`src/sv/ucc_pkg.sv`:
```
// ----------------------------------------------------------------------------
// ucc_pkg
// Types and codes shared by the UPS source and charge controller modules.
// ----------------------------------------------------------------------------
`timescale 1ns / 1ps
`default_nettype none

package ucc_pkg;

  localparam int unsigned VoltsW = 9;
  localparam int unsigned ClassW = 3;
  localparam int unsigned ActW   = 2;
  localparam int unsigned SwW    = 2;

  localparam logic [VoltsW-1:0] AcDropThresholdRst = 9'd190;

  localparam logic CMD_AC      = 1'b0;
  localparam logic CMD_BATTERY = 1'b1;

  localparam logic [ActW-1:0] ACT_KEEP = 2'd0;
  localparam logic [ActW-1:0] ACT_OFF  = 2'd1;
  localparam logic [ActW-1:0] ACT_ON   = 2'd2;

  localparam logic [SwW-1:0] SW_NONE        = 2'd0;
  localparam logic [SwW-1:0] SW_TO_MAINS    = 2'd1;
  localparam logic [SwW-1:0] SW_TO_INVERTER = 2'd2;

  localparam logic [ClassW-1:0] CLS_NONE       = 3'd0;
  localparam logic [ClassW-1:0] CLS_DISCHARGED = 3'd1;
  localparam logic [ClassW-1:0] CLS_LOW        = 3'd2;
  localparam logic [ClassW-1:0] CLS_MID        = 3'd3;
  localparam logic [ClassW-1:0] CLS_HIGH       = 3'd4;
  localparam logic [ClassW-1:0] CLS_FULL       = 3'd5;

  typedef enum logic [2:0] {
    PH_UNKNOWN  = 3'd0,
    PH_REQUIRED = 3'd1,
    PH_CHARGING = 3'd2,
    PH_END      = 3'd3,
    PH_NOT      = 3'd4
  } charge_phase_t;

  typedef struct packed {
    logic              cmd;
    logic [VoltsW-1:0] ac_volts;
    logic [ClassW-1:0] battery_class;
    logic              ups_relay_is_on;
  } item_t;

  typedef struct packed {
    logic [ActW-1:0] ups_relay_action;
    logic [ActW-1:0] charge_relay_action;
    logic [SwW-1:0]  source_switch;
    logic            long_settle;
    logic            restart_sampling;
    logic [2:0]      charge_phase;
    logic            on_mains;
  } result_t;

endpackage

`default_nettype wire

```
`src/sv/ucc_in_stage.sv`:
```
// ----------------------------------------------------------------------------
// ucc_in_stage
// Input register: captures one item per cycle and holds it while the result
// register is blocked.
// ----------------------------------------------------------------------------
`timescale 1ns / 1ps
`default_nettype none

module ucc_in_stage (
  input  wire logic           clk,
  input  wire logic           rst_n,
  input  wire logic           in_valid,
  output logic                in_stall,
  input  wire ucc_pkg::item_t in_item,
  input  wire logic           out_free,
  output logic                s1_fire,
  output ucc_pkg::item_t      s1_item
);

  logic           s1_valid_r;
  logic           s1_valid_nxt;
  ucc_pkg::item_t s1_item_r;
  logic           load;

  assign s1_fire  = s1_valid_r && out_free;
  assign in_stall = s1_valid_r && !out_free;
  assign load     = in_valid && !in_stall;
  assign s1_item  = s1_item_r;

  always_comb begin
    s1_valid_nxt = s1_valid_r;
    if (load) begin
      s1_valid_nxt = 1'b1;
    end else if (s1_fire) begin
      s1_valid_nxt = 1'b0;
    end
  end

  always_ff @(posedge clk) begin
    if (!rst_n) begin
      s1_valid_r <= 1'b0;
    end else begin
      s1_valid_r <= s1_valid_nxt;
    end
  end

  always_ff @(posedge clk) begin
    if (load) begin
      s1_item_r <= in_item;
    end
  end

endmodule

`default_nettype wire

```
`src/sv/ucc_core.sv`:
```
// ----------------------------------------------------------------------------
// ucc_core
// Controller state and decision logic: source switching and ups relay actions
// on ac items, charge state machine and relay actions on battery ticks.
// ----------------------------------------------------------------------------
`timescale 1ns / 1ps
`default_nettype none

module ucc_core (
  input  wire logic                           clk,
  input  wire logic                           rst_n,
  input  wire logic                           step,
  input  wire ucc_pkg::item_t                 item,
  input  wire logic [ucc_pkg::VoltsW-1:0]     ac_drop_threshold,
  output ucc_pkg::result_t                    result
);

  logic                          mains_selected_r, mains_selected_nxt;
  logic                          ac_present_r, ac_present_nxt;
  logic                          ac_last_acted_r, ac_last_acted_nxt;
  logic                          first_pass_r, first_pass_nxt;
  ucc_pkg::charge_phase_t        charge_state_r, charge_state_nxt;
  logic [ucc_pkg::ClassW-1:0]    battery_level_r, battery_level_nxt;

  logic                          is_ac;
  logic                          ac_now;
  logic                          to_mains;
  logic                          to_inverter;
  ucc_pkg::charge_phase_t        phase_step;
  logic                          first_pass_step;
  logic [ucc_pkg::ActW-1:0]      charge_act;
  logic [ucc_pkg::ActW-1:0]      ups_act_batt;

  assign is_ac       = (item.cmd == ucc_pkg::CMD_AC);
  assign ac_now      = item.ac_volts > ac_drop_threshold;
  assign to_mains    = (ac_now != ac_last_acted_r) && ac_now && !mains_selected_r;
  assign to_inverter = (ac_now != ac_last_acted_r) && !ac_now && mains_selected_r;

  // charge state machine: next state
  always_comb begin
    phase_step      = ucc_pkg::PH_REQUIRED;
    first_pass_step = first_pass_r;
    case (charge_state_r)
      ucc_pkg::PH_REQUIRED: begin
        if (!ac_present_r) begin
          phase_step = ucc_pkg::PH_NOT;
        end else if (item.battery_class <= ucc_pkg::CLS_MID) begin
          phase_step = ucc_pkg::PH_CHARGING;
        end else if (first_pass_r) begin
          phase_step      = ucc_pkg::PH_CHARGING;
          first_pass_step = 1'b0;
        end else begin
          phase_step = ucc_pkg::PH_REQUIRED;
        end
      end
      ucc_pkg::PH_CHARGING: begin
        if (!ac_present_r) begin
          phase_step = ucc_pkg::PH_NOT;
        end else if (item.battery_class == ucc_pkg::CLS_FULL) begin
          phase_step = ucc_pkg::PH_END;
        end else begin
          phase_step = ucc_pkg::PH_CHARGING;
        end
      end
      ucc_pkg::PH_END: begin
        phase_step = ac_present_r ? ucc_pkg::PH_NOT : ucc_pkg::PH_REQUIRED;
      end
      ucc_pkg::PH_NOT: begin
        phase_step = (item.battery_class <= ucc_pkg::CLS_HIGH) ?
                     ucc_pkg::PH_REQUIRED : ucc_pkg::PH_NOT;
      end
      default: begin
        phase_step = ucc_pkg::PH_REQUIRED;
      end
    endcase
  end

  // charge state machine: relay output
  always_comb begin
    charge_act = ucc_pkg::ACT_KEEP;
    case (charge_state_r)
      ucc_pkg::PH_CHARGING: begin
        if (ac_present_r) begin
          charge_act = ucc_pkg::ACT_ON;
        end
      end
      ucc_pkg::PH_NOT: begin
        charge_act = ucc_pkg::ACT_OFF;
      end
      default: begin
        charge_act = ucc_pkg::ACT_KEEP;
      end
    endcase
  end

  // ups relay from battery class
  always_comb begin
    ups_act_batt = ucc_pkg::ACT_KEEP;
    case (item.battery_class)
      ucc_pkg::CLS_NONE, ucc_pkg::CLS_DISCHARGED: begin
        ups_act_batt = ucc_pkg::ACT_OFF;
      end
      ucc_pkg::CLS_LOW: begin
        if (ac_last_acted_r && !mains_selected_r) begin
          ups_act_batt = ucc_pkg::ACT_OFF;
        end
      end
      ucc_pkg::CLS_HIGH, ucc_pkg::CLS_FULL: begin
        ups_act_batt = ucc_pkg::ACT_ON;
      end
      default: begin
        ups_act_batt = ucc_pkg::ACT_KEEP;
      end
    endcase
  end

  always_comb begin
    mains_selected_nxt = mains_selected_r;
    ac_present_nxt     = ac_present_r;
    ac_last_acted_nxt  = ac_last_acted_r;
    first_pass_nxt     = first_pass_r;
    charge_state_nxt   = charge_state_r;
    battery_level_nxt  = battery_level_r;

    result.ups_relay_action    = ucc_pkg::ACT_KEEP;
    result.charge_relay_action = ucc_pkg::ACT_KEEP;
    result.source_switch       = ucc_pkg::SW_NONE;
    result.long_settle         = 1'b0;
    result.restart_sampling    = 1'b0;

    if (is_ac) begin
      ac_present_nxt = ac_now;
      if (to_mains) begin
        result.source_switch    = ucc_pkg::SW_TO_MAINS;
        result.restart_sampling = 1'b1;
        mains_selected_nxt      = 1'b1;
        ac_last_acted_nxt       = ac_now;
        if ((battery_level_r < ucc_pkg::CLS_HIGH) && item.ups_relay_is_on) begin
          result.ups_relay_action = ucc_pkg::ACT_OFF;
        end
      end else if (to_inverter) begin
        result.source_switch    = ucc_pkg::SW_TO_INVERTER;
        result.restart_sampling = 1'b1;
        result.long_settle      = !item.ups_relay_is_on;
        mains_selected_nxt      = 1'b0;
        ac_last_acted_nxt       = ac_now;
        if ((battery_level_r > ucc_pkg::CLS_DISCHARGED) && !item.ups_relay_is_on) begin
          result.ups_relay_action = ucc_pkg::ACT_ON;
        end
      end
    end else begin
      battery_level_nxt          = item.battery_class;
      charge_state_nxt           = phase_step;
      first_pass_nxt             = first_pass_step;
      result.charge_relay_action = charge_act;
      result.ups_relay_action    = ups_act_batt;
    end

    result.charge_phase = charge_state_nxt;
    result.on_mains     = mains_selected_nxt;
  end

  always_ff @(posedge clk) begin
    if (!rst_n) begin
      mains_selected_r <= 1'b1;
      ac_present_r     <= 1'b0;
      ac_last_acted_r  <= 1'b1;
      first_pass_r     <= 1'b1;
      charge_state_r   <= ucc_pkg::PH_UNKNOWN;
      battery_level_r  <= ucc_pkg::CLS_NONE;
    end else if (step) begin
      mains_selected_r <= mains_selected_nxt;
      ac_present_r     <= ac_present_nxt;
      ac_last_acted_r  <= ac_last_acted_nxt;
      first_pass_r     <= first_pass_nxt;
      charge_state_r   <= charge_state_nxt;
      battery_level_r  <= battery_level_nxt;
    end
  end

endmodule

`default_nettype wire

```
`src/sv/ucc_out_stage.sv`:
```
// ----------------------------------------------------------------------------
// ucc_out_stage
// Result register: holds one result item until the receiver takes it.
// ----------------------------------------------------------------------------
`timescale 1ns / 1ps
`default_nettype none

module ucc_out_stage (
  input  wire logic             clk,
  input  wire logic             rst_n,
  input  wire logic             load,
  input  wire ucc_pkg::result_t result,
  output logic                  out_free,
  output logic                  out_valid,
  input  wire logic             out_stall,
  output ucc_pkg::result_t      out_result
);

  logic             out_valid_r;
  logic             out_valid_nxt;
  ucc_pkg::result_t out_result_r;

  assign out_free   = !out_valid_r || !out_stall;
  assign out_valid  = out_valid_r;
  assign out_result = out_result_r;

  always_comb begin
    out_valid_nxt = out_valid_r;
    if (load) begin
      out_valid_nxt = 1'b1;
    end else if (!out_stall) begin
      out_valid_nxt = 1'b0;
    end
  end

  always_ff @(posedge clk) begin
    if (!rst_n) begin
      out_valid_r <= 1'b0;
    end else begin
      out_valid_r <= out_valid_nxt;
    end
  end

  always_ff @(posedge clk) begin
    if (load) begin
      out_result_r <= result;
    end
  end

endmodule

`default_nettype wire

```
`src/sv/ups_source_and_charge_controller.sv`:
```
// ----------------------------------------------------------------------------
// ups_source_and_charge_controller
// UPS controller: mains/inverter source switching and battery charge control.
// ----------------------------------------------------------------------------
// path: an accepted item goes through the input register, then the result
//   register, whose out_valid marks the result ready to be taken
// throughput: 1 item per cycle while out_stall is low, set by the
//   single-pass decision logic
// reset: synchronous active-low rst_n clears both stages, resets controller
//   state to its reset values and sets the drop threshold to 190 V
`timescale 1ns / 1ps
`default_nettype none

module ups_source_and_charge_controller (
  input  wire logic                          clk,
  input  wire logic                          rst_n,
  input  wire logic                          cfg_wr_en,
  input  wire logic [ucc_pkg::VoltsW-1:0]    cfg_wr_data,
  input  wire logic                          in_valid,
  output logic                               in_stall,
  input  wire logic                          in_cmd,
  input  wire logic [ucc_pkg::VoltsW-1:0]    in_ac_volts,
  input  wire logic [ucc_pkg::ClassW-1:0]    in_battery_class,
  input  wire logic                          in_ups_relay_is_on,
  output logic                               out_valid,
  input  wire logic                          out_stall,
  output logic [ucc_pkg::ActW-1:0]           out_ups_relay_action,
  output logic [ucc_pkg::ActW-1:0]           out_charge_relay_action,
  output logic [ucc_pkg::SwW-1:0]            out_source_switch,
  output logic                               out_long_settle,
  output logic                               out_restart_sampling,
  output logic [2:0]                         out_charge_phase,
  output logic                               out_on_mains
);

  logic [ucc_pkg::VoltsW-1:0] ac_drop_threshold_r;
  ucc_pkg::item_t             in_item;
  ucc_pkg::item_t             s1_item;
  ucc_pkg::result_t           result;
  ucc_pkg::result_t           out_result;
  logic                       out_free;
  logic                       s1_fire;

  always_ff @(posedge clk) begin
    if (!rst_n) begin
      ac_drop_threshold_r <= ucc_pkg::AcDropThresholdRst;
    end else if (cfg_wr_en) begin
      ac_drop_threshold_r <= cfg_wr_data;
    end
  end

  assign in_item.cmd             = in_cmd;
  assign in_item.ac_volts        = in_ac_volts;
  assign in_item.battery_class   = in_battery_class;
  assign in_item.ups_relay_is_on = in_ups_relay_is_on;

  ucc_in_stage u_in_stage (
    .clk      (clk),
    .rst_n    (rst_n),
    .in_valid (in_valid),
    .in_stall (in_stall),
    .in_item  (in_item),
    .out_free (out_free),
    .s1_fire  (s1_fire),
    .s1_item  (s1_item)
  );

  ucc_core u_core (
    .clk               (clk),
    .rst_n             (rst_n),
    .step              (s1_fire),
    .item              (s1_item),
    .ac_drop_threshold (ac_drop_threshold_r),
    .result            (result)
  );

  ucc_out_stage u_out_stage (
    .clk        (clk),
    .rst_n      (rst_n),
    .load       (s1_fire),
    .result     (result),
    .out_free   (out_free),
    .out_valid  (out_valid),
    .out_stall  (out_stall),
    .out_result (out_result)
  );

  assign out_ups_relay_action    = out_result.ups_relay_action;
  assign out_charge_relay_action = out_result.charge_relay_action;
  assign out_source_switch       = out_result.source_switch;
  assign out_long_settle         = out_result.long_settle;
  assign out_restart_sampling    = out_result.restart_sampling;
  assign out_charge_phase        = out_result.charge_phase;
  assign out_on_mains            = out_result.on_mains;

endmodule

`default_nettype wire
```
`config.mk`:
```
export PLATFORM = sky130hd
export DESIGN_NAME = ups_source_and_charge_controller
export DESIGN_NICKNAME = d
export VERILOG_FILES = /design/src/sv/ucc_pkg.sv /design/src/sv/ucc_in_stage.sv /design/src/sv/ucc_core.sv /design/src/sv/ucc_out_stage.sv /design/src/sv/ups_source_and_charge_controller.sv
export SDC_FILE = /design/constraint.sdc
export NUM_CORES = 1
export LEC_CHECK = 0
export ABC_AREA = 1
export BUFFER_PORTS_ARGS = -buffer_cell sky130_fd_sc_hd__buf_2
export CAP_MARGIN = 40
export CORE_AREA = 2 2 69 71
export DETAILED_ROUTE_END_ITERATION = 6
export DIE_AREA = 0 0 71 73
export GPL_ROUTABILITY_DRIVEN = 0
export PLACE_DENSITY = 0.72
export REMOVE_ABC_BUFFERS = 1
export SLEW_MARGIN = 20
export SYNTH_ARGS = -nofsm -noshare
export SYNTH_HDL_FRONTEND = slang
export SYNTH_SLANG_ARGS = --single-unit
```
`constraint.sdc`:
```
create_clock -name clk -period 1.8 [get_ports clk]
set_clock_uncertainty 0.1 [all_clocks]
set_input_delay 0.36 -clock clk [delete_from_list [all_inputs] [get_ports clk]]
set_output_delay 0.36 -clock clk [all_outputs]
set_load 0.03 [all_outputs]
```
==> metrics, run 1 <==
#FFs+latches synth=46; CP peak stage delay=0.43 ns; syn avg cell area=9.69 sq um; first-pass GRT wire length=6380 microns; Hold Crit Depth=1; post-synth top area cell=edfxtp_1; I/O pin cnt=42; Seq/Total Area, Yosys=0.578; Startpoint Class=flip-flop; Critical Path End Type=flip-flop; Iteration-0 DRC Markers=78; ant diodes=0; most common cell in the netlist=inv_1; CTS tree=done; Critical-path top delay cell=edfxtp_1; final WL=3730 microns; first drt pass iteration count=4; Synth Flop Type=edfxtp_1; ratio of cells with drive above 1 in the final layout=0.319; vias per cell=4.80; Setup TNS=-0.0412 ns; Max VDD drop=445 uV; reg2reg end=u_out_stage.out_result[0]; DRC Markers=0; Post-CTS Hold Buffers=0; HP Start=in_ac_volts[7]; Synth top area share=0.382; leak pwr=0.00113 uW; Slew HR=0.680; Nets=296; WHS Endpoint=u_in_stage.s1_item[11]; Vias=1507; Worst Setup Path Type=flip-flop to flip-flop; min Tclk post-route=1.82 ns; number of post-CTS setup repair buffers=0; hold slack=0.129 ns; Die Span Y=73 microns; post-synth cell types=26; failing checks=setup timing; DR WL/cell=11.9 microns; post-route ant nets=0; final setup margin=-0.0213 ns; Synth area leaders=edfxtp_1 (38%), dfxtp_1 (20%), inv_1 (5.9%); total gr overflow=0; Synth Warn #=0; clk_lat worst skew=0.30 ns; Synth top cells by count=inv_1 (32), nand2_1 (31), edfxtp_1 (26); fmax=549 MHz; Slew @ Worst Pin=0.480 ns; status=finished, violations left; Core Rows=25; H-tree depth=2; crit-path max FO=4; PD cells=880 mW/mm^2; CTS max path bufs=2; vias in the first global route=1453; Arrival @ worst endpoint=1.77 ns; CTS sink count=46; Final setup viols=3; max-slew violations=0; initial antenna violation count=0; CTS clk-pin slew, worst paths=0.08 ns; Starting Density=0.451; CP Cell Sequence=ha_4, a21o_1, nor2_2, nand3_2, nand2_4, nand3_1, nand2_1, nand2_2; GRT Total Usage=0.159; Async SR Flop Fraction=0; die width=71 microns; core area=0.00454 sq mm; Die Area=0.00518 sq mm; Tcrit/Tclk final=1.01; RSZ-0062 raised after global routing=true; R2R setup slack=-0.02 ns; Max Cap Viol=0; hpwl dp=2670 microns; total power draw=2230 uW; clock root cell=clkbuf_8; Post-synth EDFFs=26; CTS Buf Count=5; pin count of the biggest net entering global routing=19; cell count after synthesis=211; r2r worst-path depth=8; Mapped Area=0.00204 sq mm; critical path required time=1.75 ns; final hold vios=0; r2r startpoint=u_in_stage.s1_item[12]; port bufs=41; Area growth syn-to-layout=23.7%; Hold Path Class=input pin to flip-flop
layout by cell type, fill, tap and decap left out, types with 2 or more instances in the layout:
master	count
a21oi_1	19
buf_2	41
buf_4	3
clkbuf_8	6
dfxtp_1	20
edfxtp_1	26
ha_1	6
ha_4	3
inv_1	31
inv_2	5
nand2_1	28
nand2_2	3
nand2_4	4
nand3_1	6
nand3_2	4
nand4_1	3
nor2_1	15
nor2_4	4
nor3_1	2
o21ai_0	13
o21ai_1	4
o21ai_2	4
routing by layer:
layer  global-route usage  wire [microns]
met1                0.203            1800
met4               0.0776              84
met5                    0               0
met3               0.0442             177
met2                0.250            1660
logic make-up after synthesis:
logic type / Yosys count / share of synthesized area
adders and majority gates: 9 / 0.0551
AOI/OAI and AO/OA: 45 / 0.124
and+or+nand+nor: 72 / 0.171
DFF: 46 / 0.578
buffers and inverters: 39 / 0.0722
registers in the layout (all words and copies together) (netlist names):
register / cells
u_core.first_pass_r: 1
u_core.ac_present_r: 1
u_core.mains_selected_r: 1
u_core.ac_last_acted_r: 1
ac_drop_threshold_r: 9
u_out_stage.out_result: 12
u_in_stage.s1_item: 14
u_in_stage.s1_valid_r: 1
u_core.battery_level_r: 2
u_core.charge_state_r: 3
u_out_stage.out_valid: 1
how the worst max path moves through the flow:
stage                                 from                          to  slack [ns]  cells after the start
floorplan            u_out_stage.out_valid       u_in_stage.s1_item[0]       -0.06                      5
global placement    u_in_stage.s1_item[12]  u_out_stage.out_result[11]        0.06                     10
detailed placement  u_in_stage.s1_item[12]  u_out_stage.out_result[11]       0.006                     10
CTS                 u_in_stage.s1_item[12]  u_out_stage.out_result[10]     -0.0004                      7
global route        u_in_stage.s1_item[12]      u_core.ac_last_acted_r       -0.12                     10
finish              u_in_stage.s1_item[12]   u_out_stage.out_result[0]       -0.02                      8
power by group:
group	internal, uW	leakage, uW	switching, uW
Combinational	111	0.000662	181
Clock	397	0.0000566	334
Sequential	1170	0.000416	30.0
worst max-delay path, delay by kind of cell (launching register included):
kind	cells	cell delay, ns
and+or+nand+nor	6	0.58
AOI/OAI and AO/OA	1	0.18
DFF	1	0.43
adders and majority gates	1	0.27
metrics by stage:
stage,setup slack [ns],utilization,cells,cell area [sq um]
after floorplan,-0.0553,-,208,2030
after global placement,0.0562,0.513,306,2330
after detailed placement,0.00558,0.513,306,2330
after CTS,-0.000398,0.543,314,2460
after global routing,-0.124,0.558,314,2530
final,-0.0213,0.558,314,2530
layout make-up:
| class | instances | area (sq um) |
|---|---|---|
| Timing Repair Buffer | 44 | 228 |
| Fill cell | 397 | 2010 |
| Tap cell | 54 | 67.6 |
| Inverter | 36 | 135 |
| Multi-Input combinational cell | 126 | 807 |
| Sequential cell | 46 | 1180 |
| Clock buffer | 8 | 111 |
timing repair:
| action | 4_1_cts | 5_1_grt |
|---|---|---|
| resized for setup | 3 | 13 |
| gates cloned | 0 | 0 |
| endpoints found under the setup margin | 1 | 7 |
| pin swaps | 1 | 6 |
(Power assumes the default switching activity.)
==> run 2: changes to the inputs <==
- CORE_AREA: 2 2 69 71 -> 2 2 71 73
- DIE_AREA: 0 0 71 73 -> 0 0 73 75
- PLACE_DENSITY: 0.72 -> 0.7
- SYNTH_HIERARCHICAL: default -> 1
==> metrics, run 2 <==
#FFs+latches synth=46 (unchanged); vias per cell=4.90 (was 4.80); RSZ-0062 raised after global routing=true (unchanged); hpwl dp=2940 microns (was 2670 microns); Mapped Area=0.00213 sq mm (was 0.00204 sq mm); DRC Markers=0 (unchanged); final setup margin=-0.0251 ns (was -0.0213 ns); Nets=316 (was 296); pin count of the biggest net entering global routing=15 (was 19); most common cell after layout, fill and taps aside=nand2_1 (was buf_2); Starting Density=0.457 (was 0.451); Tcrit/Tclk final=1.01 (about the same); post-place setup slack=-0.0498 ns (was 0.00558 ns); max-slew violations=0 (unchanged); Worst Setup Path Type=flip-flop to flip-flop (unchanged); Hold Path Class=input pin to flip-flop (unchanged); status=finished, violations left (unchanged); fin area=0.00259 sq mm (was 0.00253 sq mm); Fillers=420 (was 397); Die Span Y=75 microns (was 73 microns); Max Cap Viol=0 (unchanged); Vias=1638 (was 1507); Async SR Flop Fraction=0 (unchanged); crit-path max FO=4 (unchanged); Synth top cells by count=nand2_1 (51), inv_1 (39), edfxtp_1 (26) (was inv_1 (32), nand2_1 (31), edfxtp_1 (26)); Critical Path End Type=flip-flop (unchanged); first-pass GRT wire length=6830 microns (was 6380 microns); Synth Warn #=6 (was 0); post-synth cell types=28 (was 26); CTS Buf Count=5 (unchanged); GRT Total Usage=0.163 (was 0.159); clock root cell=clkbuf_8 (unchanged); fmax=548 MHz (was 549 MHz); clk_lat worst skew=0.30 ns (about the same); most common cell in the netlist=nand2_1 (was inv_1); first drt pass iteration count=4 (unchanged); initial antenna violation count=0 (unchanged); Setup TNS=-0.0389 ns (was -0.0412 ns); Arrival @ worst endpoint=1.78 ns (was 1.77 ns); Slew @ Worst Pin=0.249 ns (was 0.480 ns); CTS sink count=46 (unchanged); syn avg cell area=9.29 sq um (was 9.69 sq um); ratio of cells with drive above 1 in the final layout=0.354 (was 0.319); failing checks=setup timing (unchanged); CTS tree=done (unchanged); Slew HR=0.832 (was 0.680); DR WL/cell=12.1 microns (was 11.9 microns); core area=0.00466 sq mm (was 0.00454 sq mm); PD cells=817 mW/mm^2 (was 880 mW/mm^2); CTS max path bufs=2 (unchanged); ant diodes=0 (unchanged); Startpoint Class=flip-flop (unchanged); Synth top area share=0.367 (was 0.382); Area growth syn-to-layout=21.7% (was 23.7%); Core Rows=25 (unchanged); critical path required time=1.75 ns (about the same); leak pwr=0.00124 uW (was 0.00113 uW); Die Area=0.00548 sq mm (was 0.00518 sq mm); die width=73 microns (was 71 microns); number of flip-flops in the largest register=14 (unchanged); port bufs=41 (unchanged); total gr overflow=0 (unchanged); Final setup viols=3 (unchanged); final hold vios=0 (unchanged); Post-synth EDFFs=26 (unchanged); post-synth top area cell=edfxtp_1 (unchanged); cell count after synthesis=229 (was 211); H-tree depth=2 (unchanged); I/O pin cnt=42 (unchanged); post-route ant nets=0 (unchanged); Placed Area=0.00240 sq mm (was 0.00233 sq mm); final WL=4040 microns (was 3730 microns); most frequent cells in the layout=nand2_1 (45), buf_2 (41), inv_1 (39) (was buf_2 (41), inv_1 (31), nand2_1 (28)); min Tclk post-route=1.83 ns (was 1.82 ns); Max VDD drop=450 uV (was 445 uV); Synth area leaders=edfxtp_1 (37%), dfxtp_1 (19%), nand2_1 (9.0%) (was edfxtp_1 (38%), dfxtp_1 (20%), inv_1 (5.9%)); Seq/Total Area, Yosys=0.555 (was 0.578); Synth Flop Type=edfxtp_1 (unchanged); CTS clk-pin slew, worst paths=0.09 ns (was 0.08 ns); total power draw=2120 uW (was 2230 uW); vias in the first global route=1513 (was 1453); Iteration-0 DRC Markers=135 (was 78)
-- run 2: cell types whose count changed in the layout (fill, tap and decap cells not counted), sizes merged, moves of 2 or more --
cell,before,now
a21oi,20,11
nand3,11,17
o21ai,21,10
clkinv,0,2
inv,36,44
buf,44,48
nand2,35,56
clkbuf,8,6
-- run 2: timing repair --
item	in CTS	in global routing
endpoints found under the setup margin	2	7
endpoints found under the hold margin	0	0
gates resized for setup	3	15
hold buffers	0	0
buffers inserted	0	2
pin swaps	2	18
-- run 2: power breakdown --
part           switching, uW  internal (uW)
Combinational            187            120
Clock                    336            269
Sequential              31.7           1170
Total                    555           1560
-- run 2: cells by family after synthesis --
kind of cell,Yosys count,share of synthesized area
adder cells (fa/ha/maj),9,0.0529
AO/OA/AOI/OAI,27,0.0788
AND/OR/NAND/NOR,98,0.219
flip-flops,46,0.555
buffers and inverters,49,0.0946
-- run 2: final timing paths --
kind,slack (ns),depth (start not counted),to,startpoint
max,-0.03,10,u_out_stage/out_result[11],u_in_stage/s1_item[6]
max reg2reg,-0.03,10,u_out_stage/out_result[11],u_in_stage/s1_item[6]
min,0.13,1,u_in_stage/s1_item[6],in_ac_volts[2]
min reg2reg,0.36,2,ac_drop_threshold_r[2],ac_drop_threshold_r[2]
-- run 2: layout make-up --
class	instances	area [sq um]	share of cell area
Clock buffer	6	72.6	0.0280
Timing Repair Buffer	48	258	0.0995
Clock inverter	2	10.0	0.00386
Tap cell	54	67.6	0.0261
Multi-Input combinational cell	134	831	0.321
Inverter	44	165	0.0638
Sequential cell	46	1190	0.458
-- run 2: per-layer routing --
metal / track usage / up-vias / wire, microns
met5: 0 / - / 0
met4: 0.0617 / 0 / 30
met3: 0.0375 / 4 / 167
met2: 0.268 / 39 / 1930
met1: 0.210 / 758 / 1910
li1: - / 837 / -
-- run 2: metrics by stage --
stage / std cells / util / hold slack (ns)
after CTS: 332 / 0.535 / 0.121
after detailed placement: 324 / 0.515 / 0.349
final: 334 / 0.556 / 0.134
after global placement: 324 / 0.515 / 0.342
after floorplan: 224 / - / 0.329
after global routing: 334 / 0.556 / 0.118
-- run 2: worst max-delay path: stages, from the launching register on --
cell and delay (ns):
edfxtp_1 0.43, ha_4 0.30, nand2_2 0.07, nor2_2 0.12, nand3_1 0.10, nand3_2 0.13
nand2_2 0.09, nand3_2 0.09, inv_2 0.04, nand2_2 0.06, o22ai_2 0.06
==> run 3: changes to the inputs <==
- CTS_BUF_LIST: default -> sky130_fd_sc_hd__clkbuf_8
==> metrics, run 3 (same netlist as run 2, synthesis figures left out) <==
core area=0.00466 sq mm (unchanged); vias per cell=4.90 (about the same); I/O pin cnt=42 (unchanged); clock root cell=clkbuf_8 (unchanged); first drt pass iteration count=4 (unchanged); CTS sink count=46 (unchanged); CTS max path bufs=2 (unchanged); GR met2 Demand/Resource=0.268 (unchanged); ratio of cells with drive above 1 in the final layout=0.354 (unchanged); CP bufs+invs=1 (unchanged); Max Cap Viol=0 (unchanged); Vias=1637 (was 1638); vias in the first global route=1513 (unchanged); max-slew violations=0 (unchanged); Tcrit/Tclk final=1.01 (about the same); initial antenna violation count=0 (unchanged); GRT Total Usage=0.163 (unchanged); DRC Markers=0 (unchanged); PD cells=815 mW/mm^2 (was 817 mW/mm^2); post-layout util=0.556 (unchanged); critical path required time=1.75 ns (about the same); ant diodes=0 (unchanged); Slew @ Worst Pin=0.266 ns (was 0.249 ns); WHS Endpoint=u_in_stage/s1_item[6] (unchanged); Hold Path Class=input pin to flip-flop (unchanged); r2r startpoint=u_in_stage/s1_item[6] (unchanged); Arrival @ worst endpoint=1.78 ns (about the same); Worst Setup Path Type=flip-flop to flip-flop (unchanged); met1 Usage GRT=0.210 (unchanged); CTS clk-pin slew, worst paths=0.09 ns (about the same); post-route ant nets=0 (unchanged); Core Rows=25 (unchanged); CTS Buf Count=5 (unchanged); clk_lat worst skew=0.30 ns (about the same); CP delay by family, top=simple AND/OR/NAND/NOR gates (unchanged); CP Cell Sequence=ha_4, nand2_2, nor2_2, nand3_1, nand3_2, nand2_2, nand3_2, inv_2, nand2_2, o22ai_2 (unchanged); pin count of the biggest net entering global routing=15 (unchanged); final WL=4040 microns (about the same); Final setup viols=3 (unchanged); hpwl dp=2940 microns (unchanged); DR WL/cell=12.1 microns (about the same); most common cell after layout, fill and taps aside=nand2_1 (unchanged); Critical-path top delay cell=edfxtp_1 (unchanged); total gr overflow=0 (unchanged); R2R setup slack=-0.02 ns (was -0.03 ns); H-tree depth=2 (unchanged); Die Span Y=75 microns (unchanged); Startpoint Class=flip-flop (unchanged); Max VDD drop=450 uV (about the same); total power draw=2110 uW (was 2120 uW); number of flip-flops in the largest register=14 (unchanged); crit path from=u_in_stage/s1_item[6] (unchanged); Die Area=0.00548 sq mm (unchanged); r2r worst-path depth=10 (unchanged); most frequent cells in the layout=nand2_1 (45), buf_2 (41), inv_1 (40) (was nand2_1 (45), buf_2 (41), inv_1 (39)); RSZ-0062 raised after global routing=true (unchanged); failing checks=setup timing (unchanged); fmax=548 MHz (about the same); Slew HR=0.821 (was 0.832); HP Start=in_ac_volts[2] (unchanged); first-pass GRT wire length=6830 microns (unchanged); leak pwr=0.00124 uW (about the same); Starting Density=0.457 (unchanged); Iteration-0 DRC Markers=134 (was 135); die width=73 microns (unchanged); GR Layer Usage met3=0.0375 (unchanged); gr busiest metal=met2 (unchanged); CTS tree=done (unchanged); status=finished, violations left (unchanged); hold slack=0.134 ns (about the same); Critical Path End Type=flip-flop (unchanged); min Tclk post-route=1.82 ns (was 1.83 ns); Nets=316 (unchanged); Hold Crit Depth=1 (unchanged); CP peak stage delay=0.43 ns (about the same); port bufs=41 (unchanged); Area growth syn-to-layout=21.7% (unchanged); crit-path max FO=4 (unchanged); Crit path top cell by count=nand2_2 (unchanged); reg2reg end=u_out_stage/out_result[11] (unchanged); final hold vios=0 (unchanged); final setup margin=-0.0249 ns (was -0.0251 ns)
==> run 3: per-layer routing <==
layer	up-vias	part of all wire	routed length, microns
met3	2	0.035	140
met2	34	0.48	1950
met5	-	0	0
met1	763	0.48	1930
met4	0	0.0052	21
li1	838	-	-
==> run 3: where the power goes <==
part	switching, uW	internal [uW]
Sequential	31.7	1170
Clock	336	264
Combinational	187	120
==> run 3: area by class of cell <==
type,count,area (sq um)
inverter,44,165
timing repair buffer,48,258
multi-input combinational,134,831
clock inverter,3,13.8
fill,420,2070
sequential,46,1190
clock buffer,5,68.8
tap,54,67.6
==> run 3: worst max path at each step <==
stage                     cells past startpoint  slack (ns)                    endpoint
after floorplan                               8        0.11         u_core/first_pass_r
after global placement                       11        0.05  u_out_stage/out_result[11]
after detailed placement                      8       -0.05  u_out_stage/out_result[10]
after CTS                                    10       0.002  u_out_stage/out_result[11]
after global routing                         12       -0.11  u_out_stage/out_result[11]
final                                        10       -0.02  u_out_stage/out_result[11]
==> run 3: metrics by stage <==
step | TNS, ns | area, sq um | cells | worst slack [ns]
finish | -0.0383 | 2590 | 334 | -0.0249
global route | -0.562 | 2590 | 334 | -0.109
CTS | 0 | 2490 | 332 | 0.00233
detailed placement | -0.0841 | 2400 | 324 | -0.0498
global placement | 0 | 2400 | 324 | 0.0504
floorplan | 0 | 2090 | 224 | 0.113
==> run 3: repair_timing <==
item / 4_1_cts / 5_1_grt
gates cloned: 0 / 0
hold buffers: 0 / 0
endpoints found under the setup margin: 2 / 7
resized for setup: 3 / 15
pin swaps: 2 / 18
buffers inserted: 0 / 2
